## config.mk

```make
export PLATFORM = sky130hd
export DESIGN_NAME = sip_replaces_header_parser_core
export DESIGN_NICKNAME = d
export VERILOG_FILES = /design/src/srhp_pkg.sv /design/src/srhp_front.sv /design/src/srhp_queue.sv /design/src/srhp_back.sv /design/src/sip_replaces_header_parser_core.sv
export SDC_FILE = /design/constraint.sdc
export NUM_CORES = 1
export LEC_CHECK = 0
export ABC_AREA = 1
export BUFFER_PORTS_ARGS = -buffer_cell sky130_fd_sc_hd__buf_2
export CORE_ASPECT_RATIO = 1.1
export CORE_MARGIN = 2
export CORE_UTILIZATION = 53
export CTS_CLUSTER_DIAMETER = 200
export DETAILED_ROUTE_END_ITERATION = 12
export GPL_TIMING_DRIVEN = 0
export PLACE_DENSITY = 0.69
export RECOVER_POWER = 25
export SKIP_CTS_REPAIR_TIMING = 1
export SLEW_MARGIN = 20
export SYNTH_ARGS = -nofsm -noshare
export SYNTH_HDL_FRONTEND = slang
export SYNTH_HIERARCHICAL = 1
export SYNTH_SLANG_ARGS = --single-unit
```

## constraint.sdc

```tcl
create_clock -name clk -period 5.6 [get_ports clk]
set_input_delay 1.12 -clock clk [delete_from_list [all_inputs] [get_ports clk]]
set_output_delay 1.12 -clock clk [all_outputs]
set_load 0.1 [all_outputs]
```

## src/srhp_pkg.sv

```systemverilog
// shared types, constants and the name-match table for the replaces header parser
// no dependencies; imported by every module of the block
package srhp_pkg;

  localparam int MAX_LEN = 1024;
  localparam int POS_W   = 11;
  localparam int Q_DEPTH = 2;
  localparam int Q_CNT_W = $clog2(Q_DEPTH + 1);
  localparam int Q_PTR_W = $clog2(Q_DEPTH);

  typedef logic [POS_W-1:0] pos_t;

  localparam pos_t MAX_POS = pos_t'(MAX_LEN);

  localparam logic [7:0] CH_SEMI = 8'h3b;
  localparam logic [7:0] CH_EQ   = 8'h3d;
  localparam logic [7:0] CH_DASH = 8'h2d;
  localparam logic [7:0] CH_UC_A = 8'h41;
  localparam logic [7:0] CH_UC_Z = 8'h5a;
  localparam logic [7:0] CH_CASE = 8'h20;

  localparam logic [7:0] CH_A = 8'h61;
  localparam logic [7:0] CH_E = 8'h65;
  localparam logic [7:0] CH_F = 8'h66;
  localparam logic [7:0] CH_G = 8'h67;
  localparam logic [7:0] CH_L = 8'h6c;
  localparam logic [7:0] CH_M = 8'h6d;
  localparam logic [7:0] CH_N = 8'h6e;
  localparam logic [7:0] CH_O = 8'h6f;
  localparam logic [7:0] CH_R = 8'h72;
  localparam logic [7:0] CH_T = 8'h74;
  localparam logic [7:0] CH_Y = 8'h79;
  localparam logic [7:0] CH_NONE = 8'h00;

  typedef enum logic [4:0] {
    ST_CALLID    = 5'd0,
    ST_PARAM     = 5'd1,
    ST_SKIP      = 5'd2,
    ST_SKIPVAL   = 5'd3,
    ST_VALUE     = 5'd4,
    ST_T1        = 5'd5,
    ST_T2        = 5'd6,
    ST_T3        = 5'd7,
    ST_T4        = 5'd8,
    ST_T5        = 5'd9,
    ST_T6        = 5'd10,
    ST_TO_EQ     = 5'd11,
    ST_F1        = 5'd12,
    ST_F2        = 5'd13,
    ST_F3        = 5'd14,
    ST_F4        = 5'd15,
    ST_F5        = 5'd16,
    ST_F6        = 5'd17,
    ST_F7        = 5'd18,
    ST_F8        = 5'd19,
    ST_FROM_EQ   = 5'd20,
    ST_E1        = 5'd21,
    ST_E2        = 5'd22,
    ST_E3        = 5'd23,
    ST_E4        = 5'd24,
    ST_E5        = 5'd25,
    ST_E6        = 5'd26,
    ST_E7        = 5'd27,
    ST_E8        = 5'd28,
    ST_E9        = 5'd29,
    ST_EARLY_FIN = 5'd30,
    ST_EARLY_EQ  = 5'd31
  } state_t;

  typedef enum logic [1:0] {
    TGT_NONE  = 2'd0,
    TGT_TO    = 2'd1,
    TGT_FROM  = 2'd2,
    TGT_EARLY = 2'd3
  } tgt_t;

  typedef struct packed {
    logic [7:0] body_byte;
    logic       last;
  } srhp_in_t;

  typedef struct packed {
    pos_t callid_len;
    pos_t to_tag_start;
    pos_t to_tag_len;
    pos_t from_tag_start;
    pos_t from_tag_len;
    pos_t early_start;
    pos_t early_len;
    pos_t early_value_start;
    pos_t early_value_len;
    logic too_long;
  } srhp_out_t;

  // classified byte as it travels from front to back
  typedef struct packed {
    logic [7:0] lc;
    logic       semi;
    logic       eq;
    logic       last;
  } srhp_tok_t;

  typedef struct packed {
    logic [Q_CNT_W-1:0] count;
    logic               full;
    logic               empty;
  } srhp_qstat_t;

  // character that advances a name-matching state
  function automatic logic [7:0] name_next(input state_t s);
    logic [7:0] ch;
    case (s)
      ST_T1:   ch = CH_O;
      ST_T2:   ch = CH_DASH;
      ST_T3:   ch = CH_T;
      ST_T4:   ch = CH_A;
      ST_T5:   ch = CH_G;
      ST_T6:   ch = CH_EQ;
      ST_F1:   ch = CH_R;
      ST_F2:   ch = CH_O;
      ST_F3:   ch = CH_M;
      ST_F4:   ch = CH_DASH;
      ST_F5:   ch = CH_T;
      ST_F6:   ch = CH_A;
      ST_F7:   ch = CH_G;
      ST_F8:   ch = CH_EQ;
      ST_E1:   ch = CH_A;
      ST_E2:   ch = CH_R;
      ST_E3:   ch = CH_L;
      ST_E4:   ch = CH_Y;
      ST_E5:   ch = CH_DASH;
      ST_E6:   ch = CH_O;
      ST_E7:   ch = CH_N;
      ST_E8:   ch = CH_L;
      ST_E9:   ch = CH_Y;
      default: ch = CH_NONE;
    endcase
    return ch;
  endfunction

endpackage

```

## src/srhp_front.sv

```systemverilog
// front end: folds case and flags the delimiter bytes of each accepted item
// depends on srhp_pkg
module srhp_front import srhp_pkg::*; (
  input  srhp_in_t  in_item,
  output srhp_tok_t tok
);

  logic is_upper;

  assign is_upper = (in_item.body_byte >= CH_UC_A) && (in_item.body_byte <= CH_UC_Z);

  always_comb begin
    tok.lc   = is_upper ? (in_item.body_byte | CH_CASE) : in_item.body_byte;
    tok.semi = (in_item.body_byte == CH_SEMI);
    tok.eq   = (in_item.body_byte == CH_EQ);
    tok.last = in_item.last;
  end

endmodule

```

## src/srhp_queue.sv

```systemverilog
// short fifo of classified bytes between front and back
// depends on srhp_pkg
module srhp_queue import srhp_pkg::*; (
  input  logic        clk,
  input  logic        rst,
  input  logic        push,
  input  srhp_tok_t   push_tok,
  input  logic        pop,
  output srhp_tok_t   head,
  output srhp_qstat_t stat
);

  srhp_tok_t          slots [Q_DEPTH];
  logic [Q_PTR_W-1:0] wr_ptr;
  logic [Q_PTR_W-1:0] rd_ptr;
  logic [Q_CNT_W-1:0] count;

  assign head       = slots[rd_ptr];
  assign stat.count = count;
  assign stat.full  = (count == Q_CNT_W'(Q_DEPTH));
  assign stat.empty = (count == '0);

  always_ff @(posedge clk) begin
    if (push) begin
      slots[wr_ptr] <= push_tok;
    end
  end

  always_ff @(posedge clk) begin
    if (rst) begin
      wr_ptr <= '0;
      rd_ptr <= '0;
      count  <= '0;
    end else begin
      if (push) begin
        wr_ptr <= (wr_ptr == Q_PTR_W'(Q_DEPTH - 1)) ? '0 : wr_ptr + 1'b1;
      end
      if (pop) begin
        rd_ptr <= (rd_ptr == Q_PTR_W'(Q_DEPTH - 1)) ? '0 : rd_ptr + 1'b1;
      end
      case ({push, pop})
        2'b10:   count <= count + 1'b1;
        2'b01:   count <= count - 1'b1;
        default: count <= count;
      endcase
    end
  end

endmodule

```

## src/srhp_back.sv

```systemverilog
// back end: parser state machine, offset bookkeeping and the result register
// depends on srhp_pkg
module srhp_back import srhp_pkg::*; (
  input  logic      clk,
  input  logic      rst,
  input  logic      tok_valid,
  input  srhp_tok_t tok,
  output logic      pop,
  output logic      out_valid,
  input  logic      out_ready,
  output srhp_out_t out_item
);

  state_t    state, state_next;
  pos_t      position, position_next;
  pos_t      param_begin, param_begin_next;
  pos_t      value_begin, value_begin_next;
  tgt_t      target, target_next;
  srhp_out_t found, found_next;
  pos_t      pos_cur;
  logic      sat;
  logic      callid_hit, value_hit, early_hit;
  pos_t      store_pos;
  logic      slot_free;

  assign slot_free = !out_valid || out_ready;
  assign pop       = tok_valid && (!tok.last || slot_free);

  always_comb begin
    sat           = (position >= MAX_POS);
    pos_cur       = sat ? MAX_POS : position;
    position_next = sat ? MAX_POS : position + 1'b1;

    state_next       = state;
    param_begin_next = param_begin;
    value_begin_next = value_begin;
    target_next      = target;
    found_next       = found;
    found_next.too_long = found.too_long | sat;

    case (state)
      ST_CALLID: begin
        if (tok.semi) state_next = ST_PARAM;
      end
      ST_PARAM: begin
        if (!tok.semi) begin
          param_begin_next = pos_cur;
          if (tok.lc == CH_T)      state_next = ST_T1;
          else if (tok.lc == CH_F) state_next = ST_F1;
          else if (tok.lc == CH_E) state_next = ST_E1;
        end
      end
      ST_SKIP: begin
        if (tok.semi)     state_next = ST_PARAM;
        else if (tok.eq)  state_next = ST_SKIPVAL;
      end
      ST_SKIPVAL: begin
        if (tok.semi) state_next = ST_PARAM;
      end
      ST_VALUE: begin
        if (tok.semi) state_next = ST_PARAM;
      end
      ST_TO_EQ, ST_FROM_EQ, ST_EARLY_EQ: begin
        target_next = (state == ST_TO_EQ) ? TGT_TO :
                      (state == ST_FROM_EQ) ? TGT_FROM : TGT_EARLY;
        if (tok.semi) begin
          state_next = ST_PARAM;
        end else begin
          value_begin_next = pos_cur;
          state_next       = ST_VALUE;
        end
      end
      ST_EARLY_FIN: begin
        if (tok.eq)        state_next = ST_EARLY_EQ;
        else if (tok.semi) state_next = ST_PARAM;
        else               state_next = ST_SKIP;
      end
      default: begin
        // name-matching states
        if (tok.lc == name_next(state)) state_next = state_t'(5'(state) + 5'd1);
        else if (tok.semi)              state_next = ST_PARAM;
        else                            state_next = ST_SKIP;
      end
    endcase

    // at most one store of each kind per byte: either at a semicolon or at the end
    callid_hit = (state == ST_CALLID && tok.semi) ||
                 (tok.last && state_next == ST_CALLID);
    value_hit  = (state == ST_VALUE && tok.semi) ||
                 (tok.last && state_next == ST_VALUE);
    early_hit  = (state == ST_EARLY_FIN && tok.semi) ||
                 (tok.last && (state_next == ST_EARLY_FIN || state_next == ST_EARLY_EQ));
    store_pos  = tok.semi ? pos_cur : position_next;

    if (callid_hit) found_next.callid_len = store_pos;
    if (early_hit) begin
      found_next.early_start = param_begin_next;
      found_next.early_len   = store_pos - param_begin_next;
    end
    if (value_hit) begin
      case (target_next)
        TGT_TO: begin
          found_next.to_tag_start = value_begin_next;
          found_next.to_tag_len   = store_pos - value_begin_next;
        end
        TGT_FROM: begin
          found_next.from_tag_start = value_begin_next;
          found_next.from_tag_len   = store_pos - value_begin_next;
        end
        TGT_EARLY: begin
          found_next.early_start       = param_begin_next;
          found_next.early_len         = store_pos - param_begin_next;
          found_next.early_value_start = value_begin_next;
          found_next.early_value_len   = store_pos - value_begin_next;
        end
        default: begin
        end
      endcase
    end
  end

  always_ff @(posedge clk) begin
    if (rst) begin
      state       <= ST_CALLID;
      position    <= '0;
      param_begin <= '0;
      value_begin <= '0;
      target      <= TGT_NONE;
      found       <= '0;
    end else if (pop) begin
      if (tok.last) begin
        state       <= ST_CALLID;
        position    <= '0;
        param_begin <= '0;
        value_begin <= '0;
        target      <= TGT_NONE;
        found       <= '0;
      end else begin
        state       <= state_next;
        position    <= position_next;
        param_begin <= param_begin_next;
        value_begin <= value_begin_next;
        target      <= target_next;
        found       <= found_next;
      end
    end
  end

  always_ff @(posedge clk) begin
    if (rst) begin
      out_valid <= 1'b0;
    end else if (pop && tok.last) begin
      out_valid <= 1'b1;
    end else if (out_ready) begin
      out_valid <= 1'b0;
    end
  end

  always_ff @(posedge clk) begin
    if (pop && tok.last) begin
      out_item <= found_next;
    end
  end

endmodule

```

## src/sip_replaces_header_parser_core.sv

```systemverilog
// top level of the replaces header body parser
// depends on srhp_pkg, srhp_front, srhp_queue and srhp_back
//
// The parser takes one body byte per item and returns one result item after
// the byte marked last: the call-id length (call-id runs from offset 0 to the
// first semicolon) and the offsets and lengths of the to-tag, from-tag and
// early-only parameters, plus a too_long flag. Parameter names match without
// regard to case; dash and equals must match exactly. A later occurrence of a
// parameter overwrites an earlier one. Offsets saturate at MAX_LEN and set
// too_long. Throughput is one byte per clock: the front end folds case and
// tags delimiters, a two-entry queue decouples it from the back end, and the
// back end's state machine and offset registers retire one byte each cycle
// unless a last byte finds an earlier result still waiting. An accepted last
// byte passes through the queue slot to the back end, whose pop of it sets
// out_valid and loads the result register. The result register frees the back end
// as soon as it is taken, so a new body may begin right behind a pending
// result; only a second last byte waits for the result register to drain.
module sip_replaces_header_parser_core import srhp_pkg::*; (
  input  logic      clk,
  input  logic      rst,
  input  logic      in_valid,
  output logic      in_ready,
  input  srhp_in_t  in_item,
  output logic      out_valid,
  input  logic      out_ready,
  output srhp_out_t out_item
);

  srhp_tok_t   front_tok;
  srhp_tok_t   head_tok;
  srhp_qstat_t q_stat;
  logic        push;
  logic        pop;

  // front accepts whenever the queue has room
  assign in_ready = !q_stat.full;
  assign push     = in_valid && in_ready;

  srhp_front u_front (
    .in_item (in_item),
    .tok     (front_tok)
  );

  srhp_queue u_queue (
    .clk      (clk),
    .rst      (rst),
    .push     (push),
    .push_tok (front_tok),
    .pop      (pop),
    .head     (head_tok),
    .stat     (q_stat)
  );

  // back end pops one classified byte per cycle unless a last byte
  // finds the result register still occupied
  srhp_back u_back (
    .clk       (clk),
    .rst       (rst),
    .tok_valid (!q_stat.empty),
    .tok       (head_tok),
    .pop       (pop),
    .out_valid (out_valid),
    .out_ready (out_ready),
    .out_item  (out_item)
  );

  // queue never overflows and stalls input only when full
  assert property (@(posedge clk) disable iff (rst)
    (q_stat.count <= Q_CNT_W'(Q_DEPTH)) && (in_ready || q_stat.full))
    else $error("queue occupancy out of range");

  // nothing pops from an empty queue
  assert property (@(posedge clk) disable iff (rst) pop |-> !q_stat.empty)
    else $error("pop from empty queue");

  // reported call-id, to-tag and early-only positions stay within the saturation bound
  assert property (@(posedge clk) disable iff (rst)
    out_valid |-> (out_item.callid_len <= MAX_POS) &&
                  (out_item.to_tag_start + out_item.to_tag_len <= MAX_POS) &&
                  (out_item.early_start + out_item.early_len <= MAX_POS))
    else $error("result position beyond saturation bound");

endmodule

```

==> flow_summary.ini, run 1 <==
[die]
io_pins = 115
die_h_um = 171
start_util_pct = 53.6
fp.dieArea_sq_um = 26800
rows = 61
core-area_sq_um = 25200
die_w_um = 156

[clocking]
cts_buffers = 28
cts.path.max_buffers = 3
cts_root_buffer = clkbuf_16
cts_sinks = 275
htree_levels = 1
path_clk_slew_ps = 60
insertion_delay_ps = 550
cts_tree = done

[routing]
routedWlPerCell_um = 16.2
ant_nets = 0
viasPerCell = 5.36
drtIter0Drc = 932
drt_pass1_iterations = 5
wl_um = 34500
drc = 0
vias = 11400

[timing]
setup_viol = 0
hold_ws_ps = 459
fin_crit_sh_pct = 87.1
finalWorstSetupSlack_ps = 724
tightest_slew_ps = 1180
drv_slew = 0
tns_ps = 0
skew_ps = 17.3
rsz0062_at_grt = no
finalCriticalPeriod_ps = 4880
relSlewSlack_pct = 21.6
fmax_mhz = 205
hold_viol_final = 0

[setup_path]
cp_cell_sequence = inv_1 -> ha_1 -> nand2_1 -> nor2_1 -> nor2_1 -> nand2_1 -> nand2_1 -> inv_1 -> o21ai_0 -> ha_1 -> a21oi_1 -> o21ai_0 -> a21oi_1 -> nor2_1 -> nor2_1 -> xor2_1 -> o21ai_1 -> nand2_1 -> a21oi_1
worst-path-buf-inv = 2
reg2reg_depth = 19
cp_slowest_cell = o21ai_0
cp.required_ps = 6010
r2r-start = u_back/state[0]
worstReg2RegEnd = u_back/found[75]
critPathMaxFanout = 9
crit_arrival_ps = 5290
critPathKind = flip-flop to flip-flop
cp_top_family = compound AO/OA/AOI/OAI gates
reg2reg_slack_ps = 720
crit_path_end_kind = flip-flop
cpPeakStageDelay_ps = 890
cp-start-kind = flip-flop

[power_and_ir_drop]
pwr-share-comb_pct = 42.8
ir_worst_vdd_mv = 0.490
seqPwrFrac_pct = 33.3
intPower_mw = 3.91
switching_share_pct = 48.0
p_leak_nw = 5.93
clkPwrFrac_pct = 23.8
switching_power_mw = 3.61
power_density_nw_per_um2 = 493

[yosys]
synthCells = 1646
synthArstFlopShare_pct = 0
yosysWarnings = 6
synth_cell_type_count = 48
synth_flop_cell = dfxtp_1
syn-cell-area_sq_um = 13500
synth_area_per_cell_sq_um = 8.21
ys_ff_latch = 275
synth_edf_count = 122
synth_fp_nets = 1696
ys_seq_area_share_pct = 49.8

[layout]
nets = 1840
fillers = 2277
regArea_sq_um = 6730
multi_input_area_sq_um = 5720
n_antenna_cell = 0
syn_to_final_growth_pct = 13.0
drive_gt1_share_pct = 10.7
postLayoutCoreUtil_pct = 60.6

[place]
gp_congestion = 0.913
dp_hpwl_um = 25700
numPortBuffers = 113
place_ws_ps = 723

[global_routing]
gr-total-overflow = 0
grt_pass1_vias = 10400
grt_first_pass_wirelength_um = 54000
globalRouteTotalUtil_pct = 25.6
grt_max_degree = 53
antenna_found_initial = 0

[hold_path]
hold_path.startpoint = u_back/found[0]
worst_hold_path.num_cells = 2
min_to = u_back/found[0]
min_path_type = flip-flop to flip-flop

[flow_run]
drv_cap = 0

[outcome]
outcome = finished, final reports clean
[placed cells by master (no fill, tap or decap), types with 4 or more instances in the layout]
cell type / instances
nor2_1: 80
buf_2: 47
o31ai_1: 4
nand3_1: 80
xnor2_1: 11
a21oi_1: 156
clkbuf_16: 28
nand4_1: 6
buf_6: 8
mux2_4: 9
clkinv_2: 5
nand2_2: 7
o22ai_1: 9
xor2_1: 13
clkbuf_8: 4
nand3_2: 14
o21ai_1: 37
ha_1: 35
o21ai_0: 67
nor3_1: 12
o21ai_2: 28
dfxtp_1: 153
or2_2: 11
inv_1: 147
edfxtp_1: 122
and2_1: 18
clkbuf_1: 128
nand2_1: 505
clkbuf_4: 8
buf_1: 11
clkinv_1: 7
inv_2: 8
[worst min-delay path, delay by kind of cell (launching register included)]
| kind | cells | cell delay (ps) |
|---|---|---|
| compound gates | 1 | 60 |
| flops | 1 | 300 |
| buf+inv | 1 | 60 |
[kinds of logic after synthesis]
logic type      share of synthesized area (%)
xor+xnor                                 1.56
buf+inv                                  7.72
simple gates                             23.0
fa+ha+maj                                3.54
compound gates                           13.1
mux                                      1.19
flops                                    49.8
[per-layer routing]
layer / GRT usage, % / up-vias / wire length (um)
met3: 3.07 / 72 / 1830
li1: - / 5704 / -
met4: 9.89 / 0 / 1310
met1: 32.9 / 5263 / 14900
met5: 0 / - / 0
met2: 44.2 / 363 / 16500
[cell type report]
class	instances	area share, %
Buffer	84	2.82
Clock buffer	39	5.12
Clock inverter	13	0.729
Inverter	161	3.99
Multi-Input combinational cell	1126	37.5
Sequential cell	275	44.1
Tap cell	315	2.58
Timing Repair Buffer	114	3.23
[how the worst max path moves through the flow]
stage,startpoint,endpoint,slack [ps],depth (start not counted)
floorplan,out_ready,u_back/out_item[0],1390,7
global placement,out_ready,u_back/out_item[77],50,8
finish,u_back/state[0],u_back/found[75],720,19
detailed placement,u_back/state[0],u_back/found[75],720,19
global route,u_back/state[0],u_back/found[52],370,19
CTS,u_back/state[0],u_back/found[53],700,19
[state kept, by name, summed over array words and instances (netlist names), named ones only]
name	cells
u_back/found	100
u_back/out_item	100
u_queue/slots	22
u_back/param_begin	11
u_back/position	11
u_back/value_begin	11
u_back/state	5
u_back/target	2
u_queue/count	2
u_back/out_valid	1
u_queue/rd_ptr	1
u_queue/wr_ptr	1
[synth_stat cells (2+ instances only)]
| cell | instances | area share, % |
|---|---|---|
| nand2_1 | 505 | 14 |
| a21oi_1 | 156 | 5.8 |
| dfxtp_1 | 153 | 23 |
| inv_1 | 148 | 4.1 |
| edfxtp_1 | 122 | 27 |
| nand3_1 | 80 | 3.0 |
| nor2_1 | 79 | 2.2 |
| o21ai_0 | 69 | 2.6 |
| clkbuf_1 | 40 | 1.1 |
| ha_1 | 35 | 3.2 |
| o21ai_1 | 35 | 1.3 |
| o21ai_2 | 28 | 1.8 |
| and2_1 | 18 | 0.83 |
| buf_2 | 14 | 0.52 |
| nand3_2 | 14 | 1.0 |
| xor2_1 | 13 | 0.84 |
| buf_1 | 11 | 0.31 |
| or2_2 | 11 | 0.51 |
| xnor2_1 | 11 | 0.71 |
| buf_4 | 10 | 0.56 |
| mux2_4 | 10 | 1.1 |
| nor3_1 | 10 | 0.37 |
| buf_6 | 9 | 0.75 |
| o22ai_1 | 9 | 0.42 |
| inv_2 | 8 | 0.22 |
| nand2_2 | 7 | 0.32 |
| nand4_1 | 6 | 0.28 |
| clkinv_1 | 5 | 0.14 |
| o31ai_1 | 4 | 0.22 |
| a31oi_1 | 3 | 0.14 |
| fa_1 | 2 | 0.30 |
| nor2_4 | 2 | 0.17 |
| nor3_2 | 2 | 0.15 |
| o2111ai_1 | 2 | 0.13 |
| o211ai_1 | 2 | 0.11 |
[power groups by stage]
stage | Clock [mW] | Sequential [mW] | Combinational (mW)
CTS | 1.83 | 2.51 | 3.26
global placement | 0 | 2.58 | 3.21
global route | 1.91 | 2.53 | 3.39
floorplan | 0 | 4.06 | 1.07
finish | 1.79 | 2.51 | 3.22
detailed placement | 0 | 2.55 | 3.25
[through the flow]
step	instance area, sq um	power, mW	instances
3_5_place_dp	14500	5.80	2075
5_1_grt	15300	7.84	2127
2_1_floorplan	13500	5.14	1646
4_1_cts	15400	7.60	2127
6_report	15300	7.52	2127
3_3_place_gp	14500	5.79	2074
No activity file was read; power rests on OpenSTA's default activity.
==> run 2: changes to the inputs <==
--- a/config.mk
+++ b/config.mk
@@ -7,7 +7,7 @@
 export LEC_CHECK = 0
 export ABC_AREA = 1
 export BUFFER_PORTS_ARGS = -buffer_cell sky130_fd_sc_hd__buf_2
-export CORE_ASPECT_RATIO = 1.1
+export CORE_ASPECT_RATIO = 0.9
 export CORE_MARGIN = 2
 export CORE_UTILIZATION = 53
 export CTS_CLUSTER_DIAMETER = 200
==> run 2 against run 1 <==
First-iteration DRC count grew 20%. Via count grew 2.5%. Combinational power is essentially flat. Largest power group unchanged. Hold slack lost 8.1 ps. Highest routed layer unchanged. Clock power grew 12%.
==> flow_summary.ini, run 2 (synthesis gave the netlist of run 1 again) <==
[layout]
final_cell_area_sq_um = 15400
reg_top3 = u_back/found x100, u_back/out_item x100, u_queue/slots x22
syn_to_final_growth_pct = 14.3
nets = 1844
mostFrequentLayoutCell = nand2_1
drive_gt1_share_pct = 11.1
layout_common_cells = nand2_1 (505), a21oi_1 (156), dfxtp_1 (153)

[power_and_ir_drop]
pwr-share-comb_pct = 41.7
ir_worst_vdd_mv = 0.338
clkPwrFrac_pct = 25.9
power_density_nw_per_um2 = 503
switching_share_pct = 47.5
intPower_mw = 4.07
p_leak_nw = 6.00
seqPwrFrac_pct = 32.4
switching_power_mw = 3.69

[clocking]
cts_buffers = 29
cts.path.max_buffers = 3
cts_root_buffer = clkbuf_16
insertion_delay_ps = 550
path_clk_slew_ps = 60
htree_levels = 1
cts_tree = done
cts_sinks = 275

[die]
die_h_um = 155
die_w_um = 172
core-area_sq_um = 25100
fp.dieArea_sq_um = 26800
rows = 55
io_pins = 115
start_util_pct = 53.8

[routing]
drc = 0
ant_nets = 0
routedWlPerCell_um = 17.0
vias = 11700
drt_pass1_iterations = 5
drtIter0Drc = 1121
viasPerCell = 5.41
wl_um = 36700

[setup_path]
cp-start-kind = flip-flop
crit_arrival_ps = 5360
cp.required_ps = 6010
cpPeakStageDelay_ps = 500
worst-path-buf-inv = 3
cp_slowest_cell = dfxtp_1
critPathKind = flip-flop to flip-flop
critPathMaxFanout = 10
cp_top_family = compound AO/OA/AOI/OAI gates
cp_cell_sequence = ha_1 -> inv_1 -> nor3_1 -> ha_1 -> nor2_1 -> nand2_1 -> nand2_1 -> inv_1 -> buf_2 -> o21ai_0 -> o21ai_1 -> ha_1 -> a21oi_1 -> o21ai_0 -> a21oi_1 -> nor2_1 -> nor2_1 -> xor2_1 -> o21ai_1 -> nand2_1 -> a21oi_1
crit_path_end_kind = flip-flop

[place]
place_ws_ps = 794
gp_congestion = 0.914
place_area_sq_um = 14600
dp_hpwl_um = 26300
numPortBuffers = 113

[global_routing]
grt_pass1_vias = 10800
antenna_found_initial = 1
grt_first_pass_wirelength_um = 57500
globalRouteTotalUtil_pct = 27.7
gr-total-overflow = 0
grt_max_degree = 55

[timing]
fmax_mhz = 202
relSlewSlack_pct = 20.4
finalWorstSetupSlack_ps = 656
tightest_slew_ps = 1200
setup_viol = 0
fin_crit_sh_pct = 88.3
tns_ps = 0
rsz0062_at_grt = no
drv_slew = 0
finalCriticalPeriod_ps = 4940
skew_ps = 13.9
hold_viol_final = 0

[outcome]
outcome = finished, final reports clean

[hold_path]
min_path_type = flip-flop to flip-flop

[flow_run]
drv_cap = 0
==> run 2: metrics by stage <==
| step | power, mW | hold slack, ps | util (%) | cells |
|---|---|---|---|---|
| 4_1_cts | 7.82 | 451 | 62.0 | 2159 |
| 3_5_place_dp | 5.82 | 441 | 57.9 | 2105 |
| 2_1_floorplan | 5.14 | 428 | - | 1646 |
| 6_report | 7.76 | 451 | 61.5 | 2160 |
| 3_3_place_gp | 5.81 | 438 | 57.7 | 2101 |
| 5_1_grt | 8.08 | 477 | 61.5 | 2159 |
==> run 2: final cells by class <==
class	count	area [sq um]
repair buffers	117	513
inverters	161	609
diodes	1	2.50
fillers	2272	9680
clock inverters	20	224
plain buffers	84	430
flip-flops and latches	275	6730
multi-input cells	1126	5720
well taps	342	428
clock buffers	34	785
==> run 2: path summary, 6_finish.rpt <==
check        slack (ps)  depth (start not counted)             from               end
max                 660                         21  u_back/state[0]  u_back/found[75]
min                 450                          2  u_back/found[0]   u_back/found[0]
max reg2reg         660                         21  u_back/state[0]  u_back/found[75]
min reg2reg         450                          2  u_back/found[0]   u_back/found[0]
==> run 2: worst register-to-register path, delay by kind of cell, from the launching register on <==
| family | cells | cell delay, ps |
|---|---|---|
| AOI/OAI and AO/OA | 7 | 1430 |
| adders and majority gates | 3 | 880 |
| and+or+nand+nor | 7 | 880 |
| buffers and inverters | 3 | 620 |
| DFF | 1 | 500 |
| xor gates and xnor gates | 1 | 490 |
==> run 2: power by group through the flow <==
stage | sequential, mW | combinational, mW | clock, mW
after CTS | 2.51 | 3.27 | 2.04
after global routing | 2.54 | 3.42 | 2.12
after floorplan | 4.06 | 1.07 | 0
final | 2.51 | 3.24 | 2.01
after detailed placement | 2.55 | 3.26 | 0
after global placement | 2.58 | 3.22 | 0
==> run 2: layer usage <==
layer / up-vias / wire length [um] / global-route usage, %
met2: 467 / 15900 / 41.7
met1: 5436 / 16800 / 40.6
met5: - / 0 / 0
li1: 5709 / - / -
met4: 0 / 1060 / 8.48
met3: 70 / 2920 / 4.99
==> run 3: changes to the inputs <==
--- a/config.mk
+++ b/config.mk
@@ -5,7 +5,6 @@
 export SDC_FILE = /design/constraint.sdc
 export NUM_CORES = 1
 export LEC_CHECK = 0
-export ABC_AREA = 1
 export BUFFER_PORTS_ARGS = -buffer_cell sky130_fd_sc_hd__buf_2
 export CORE_ASPECT_RATIO = 0.9
 export CORE_MARGIN = 2
@@ -13,7 +12,7 @@
 export CTS_CLUSTER_DIAMETER = 200
 export DETAILED_ROUTE_END_ITERATION = 12
 export GPL_TIMING_DRIVEN = 0
-export PLACE_DENSITY = 0.69
+export PLACE_DENSITY = 0.72
 export RECOVER_POWER = 25
 export SKIP_CTS_REPAIR_TIMING = 1
 export SLEW_MARGIN = 20
==> constraint.sdc (replaced) <==
create_clock -name clk -period 4.2 [get_ports clk]
set_input_delay 0.84 -clock clk [delete_from_list [all_inputs] [get_ports clk]]
set_output_delay 0.84 -clock clk [all_outputs]
set_load 0.01 [all_outputs]
==> run 3 against run 2 <==
First-iteration DRC count shrank 18%. Sequential power grew 41%. Die area shrank 2.4%. Clock-buffer cell count grew 3. Sequential share of layout area grew 0.28 points. Synthesized cell count shrank 25%. Largest power group is now sequential cells.
==> flow_summary.ini, run 3 <==
[outcome]
outcome = finished, final reports clean

[die]
rows = 54
start_util_pct = 54.1
die_w_um = 170
fp.dieArea_sq_um = 26100
io_pins = 115
core-area_sq_um = 24300
die_h_um = 154

[place]
place_area_sq_um = 14200
gp_congestion = 0.948
numPortBuffers = 113
dp_hpwl_um = 23600

[layout]
reg_top3 = u_back/found x100, u_back/out_item x100, u_queue/slots x22
syn_to_final_growth_pct = 16.7
layout_common_cells = dfxtp_1 (149), clkbuf_1 (138), nand2_1 (130)
nets = 1440
postLayoutCoreUtil_pct = 63.2
drive_gt1_share_pct = 19.0
n_antenna_cell = 0
fillers = 1987
multi_input_area_sq_um = 6160
regArea_sq_um = 6740
mostFrequentLayoutCell = dfxtp_1
final_cell_area_sq_um = 15400

[yosys]
ys_ff_latch = 275
synth_top_area_share_pct = 27.8
synthCells = 1231
synth_edf_count = 122
synthArstFlopShare_pct = 0
synth_flop_cell = dfxtp_1
synth_area_leader_cell = edfxtp_1
yosys-top-cells-count = dfxtp_1 (153), nand2_1 (130), edfxtp_1 (122)
synth_cell_type_count = 90
synth.most_common_cell = dfxtp_1
synth_area_per_cell_sq_um = 10.7
synth_fp_nets = 1281
synthTopCellsByArea = edfxtp_1 (28%), dfxtp_1 (23%), o21ai_0 (4.3%)
syn-cell-area_sq_um = 13200
yosysWarnings = 6
ys_seq_area_share_pct = 51.1

[setup_path]
cpPeakStageDelay_ps = 510
critPathKind = flip-flop to flip-flop
cp_slowest_cell = a2111oi_2
cp.required_ps = 4500
cp_cell_sequence = inv_2 -> ha_4 -> and4b_1 -> clkbuf_4 -> nor3_4 -> or2_4 -> buf_8 -> mux2_2 -> inv_1 -> ha_1 -> nand2b_1 -> nor3_1 -> a2111oi_2 -> o311ai_4 -> mux2_4
cp-start-kind = flip-flop
crit_path_end_kind = flip-flop
critPathMaxFanout = 10
crit_arrival_ps = 4420

[routing]
wl_um = 33100
vias = 10100
viasPerCell = 5.85
ant_nets = 0
drtIter0Drc = 923
routedWlPerCell_um = 19.2
drt_pass1_iterations = 6
drc = 0

[clocking]
cts_sinks = 275
cts_tree = done
cts_root_buffer = clkbuf_16
insertion_delay_ps = 550
cts_buffers = 28
cts.path.max_buffers = 3
htree_levels = 1
path_clk_slew_ps = 60

[timing]
drv_slew = 0
hold_viol_final = 0
tightest_slew_ps = 921
fin_crit_sh_pct = 98.0
finalCriticalPeriod_ps = 4110
relSlewSlack_pct = 38.5
fmax_mhz = 243
setup_viol = 0
skew_ps = 24.8

[global_routing]
gr-total-overflow = 0
antenna_found_initial = 0
grt_first_pass_wirelength_um = 51700
grt_pass1_vias = 9393
grt_max_degree = 28
globalRouteTotalUtil_pct = 25.0

[flow_run]
drv_cap = 0

[hold_path]
min_path_type = flip-flop to flip-flop

[power_and_ir_drop]
power_density_nw_per_um2 = 528
p_leak_nw = 5.74
ir_worst_vdd_mv = 0.292
## run 3: cell count changes in the layout (fill, tap and decap cells not counted), sizes merged, moves of 20 or more
cell	previous run	this run
nand2	512	132
inv	160	32
a21oi	156	57
mux2	11	95
nand3	94	16
nor2b	0	30
nor3	12	37
a32o	1	21
## run 3: final timing paths
path | startpoint | to | slack, ps | cells past startpoint
setup / recovery | u_back/state[1] | u_back/out_item[76] | 90 | 15
hold / removal | u_back/found[58] | u_back/found[58] | 460 | 2
setup reg to reg | u_back/state[1] | u_back/out_item[76] | 90 | 15
hold reg to reg | u_back/found[58] | u_back/found[58] | 460 | 2
## run 3: routing by layer
metal / GRT usage, % / vias up / part of all wire [%]
li1: - / 4796 / -
met1: 35.8 / 4829 / 46
met2: 38.9 / 379 / 45
met3: 4.38 / 55 / 6.8
met4: 7.37 / 0 / 2.4
met5: 0 / - / 0
## run 3: final cells by class
cell class	instances	share of cell area, %
buffer	76	2.79
clock buffer	37	4.98
clock inverter	15	0.725
inverter	35	0.912
multi-input combinational	845	40.1
sequential	275	43.8
tap	308	2.51
timing repair buffer	129	4.16
## run 3: metrics by stage
| step | TNS, ps | power (mW) | instances | worst slack [ps] | hold slack (ps) |
|---|---|---|---|---|---|
| final | 0 | 8.11 | 1720 | 85.5 | 455 |
| after global routing | -349 | 8.48 | 1720 | -47.6 | 472 |
| after CTS | -25970 | 8.15 | 1708 | -998 | 457 |
| after detailed placement | -25310 | 5.78 | 1656 | -992 | 442 |
| after global placement | -55120 | 5.64 | 1652 | -880 | 431 |
| after floorplan | 0 | 4.87 | 1231 | 54.7 | 420 |
## run 3: power by group
| group | internal, mW | total (mW) | switching [mW] | leakage (nW) |
|---|---|---|---|---|
| combinational | 0.717 | 2.19 | 1.48 | 2.88 |
| sequential | 3.39 | 3.55 | 0.151 | 2.42 |
| clock | 1.34 | 2.37 | 1.03 | 0.439 |
## run 3: critical path, delay by kind of cell (launching register included)
family	cells	cell delay, ps
and+or+nand+nor	5	840
AOI/OAI and AO/OA	2	750
muxes	2	720
buffers and inverters	4	630
adders and majority gates	2	510
DFF	1	410
## run 3: cells by family after synthesis
| logic type | Yosys count | share of synthesized area, % |
|---|---|---|
| DFF | 275 | 51.1 |
| buffers and inverters | 111 | 3.91 |
| AOI/OAI and AO/OA | 283 | 14.1 |
| xor gates and xnor gates | 33 | 2.19 |
| and+or+nand+nor | 378 | 14.5 |
| muxes | 114 | 10.7 |
| adders and majority gates | 37 | 3.63 |
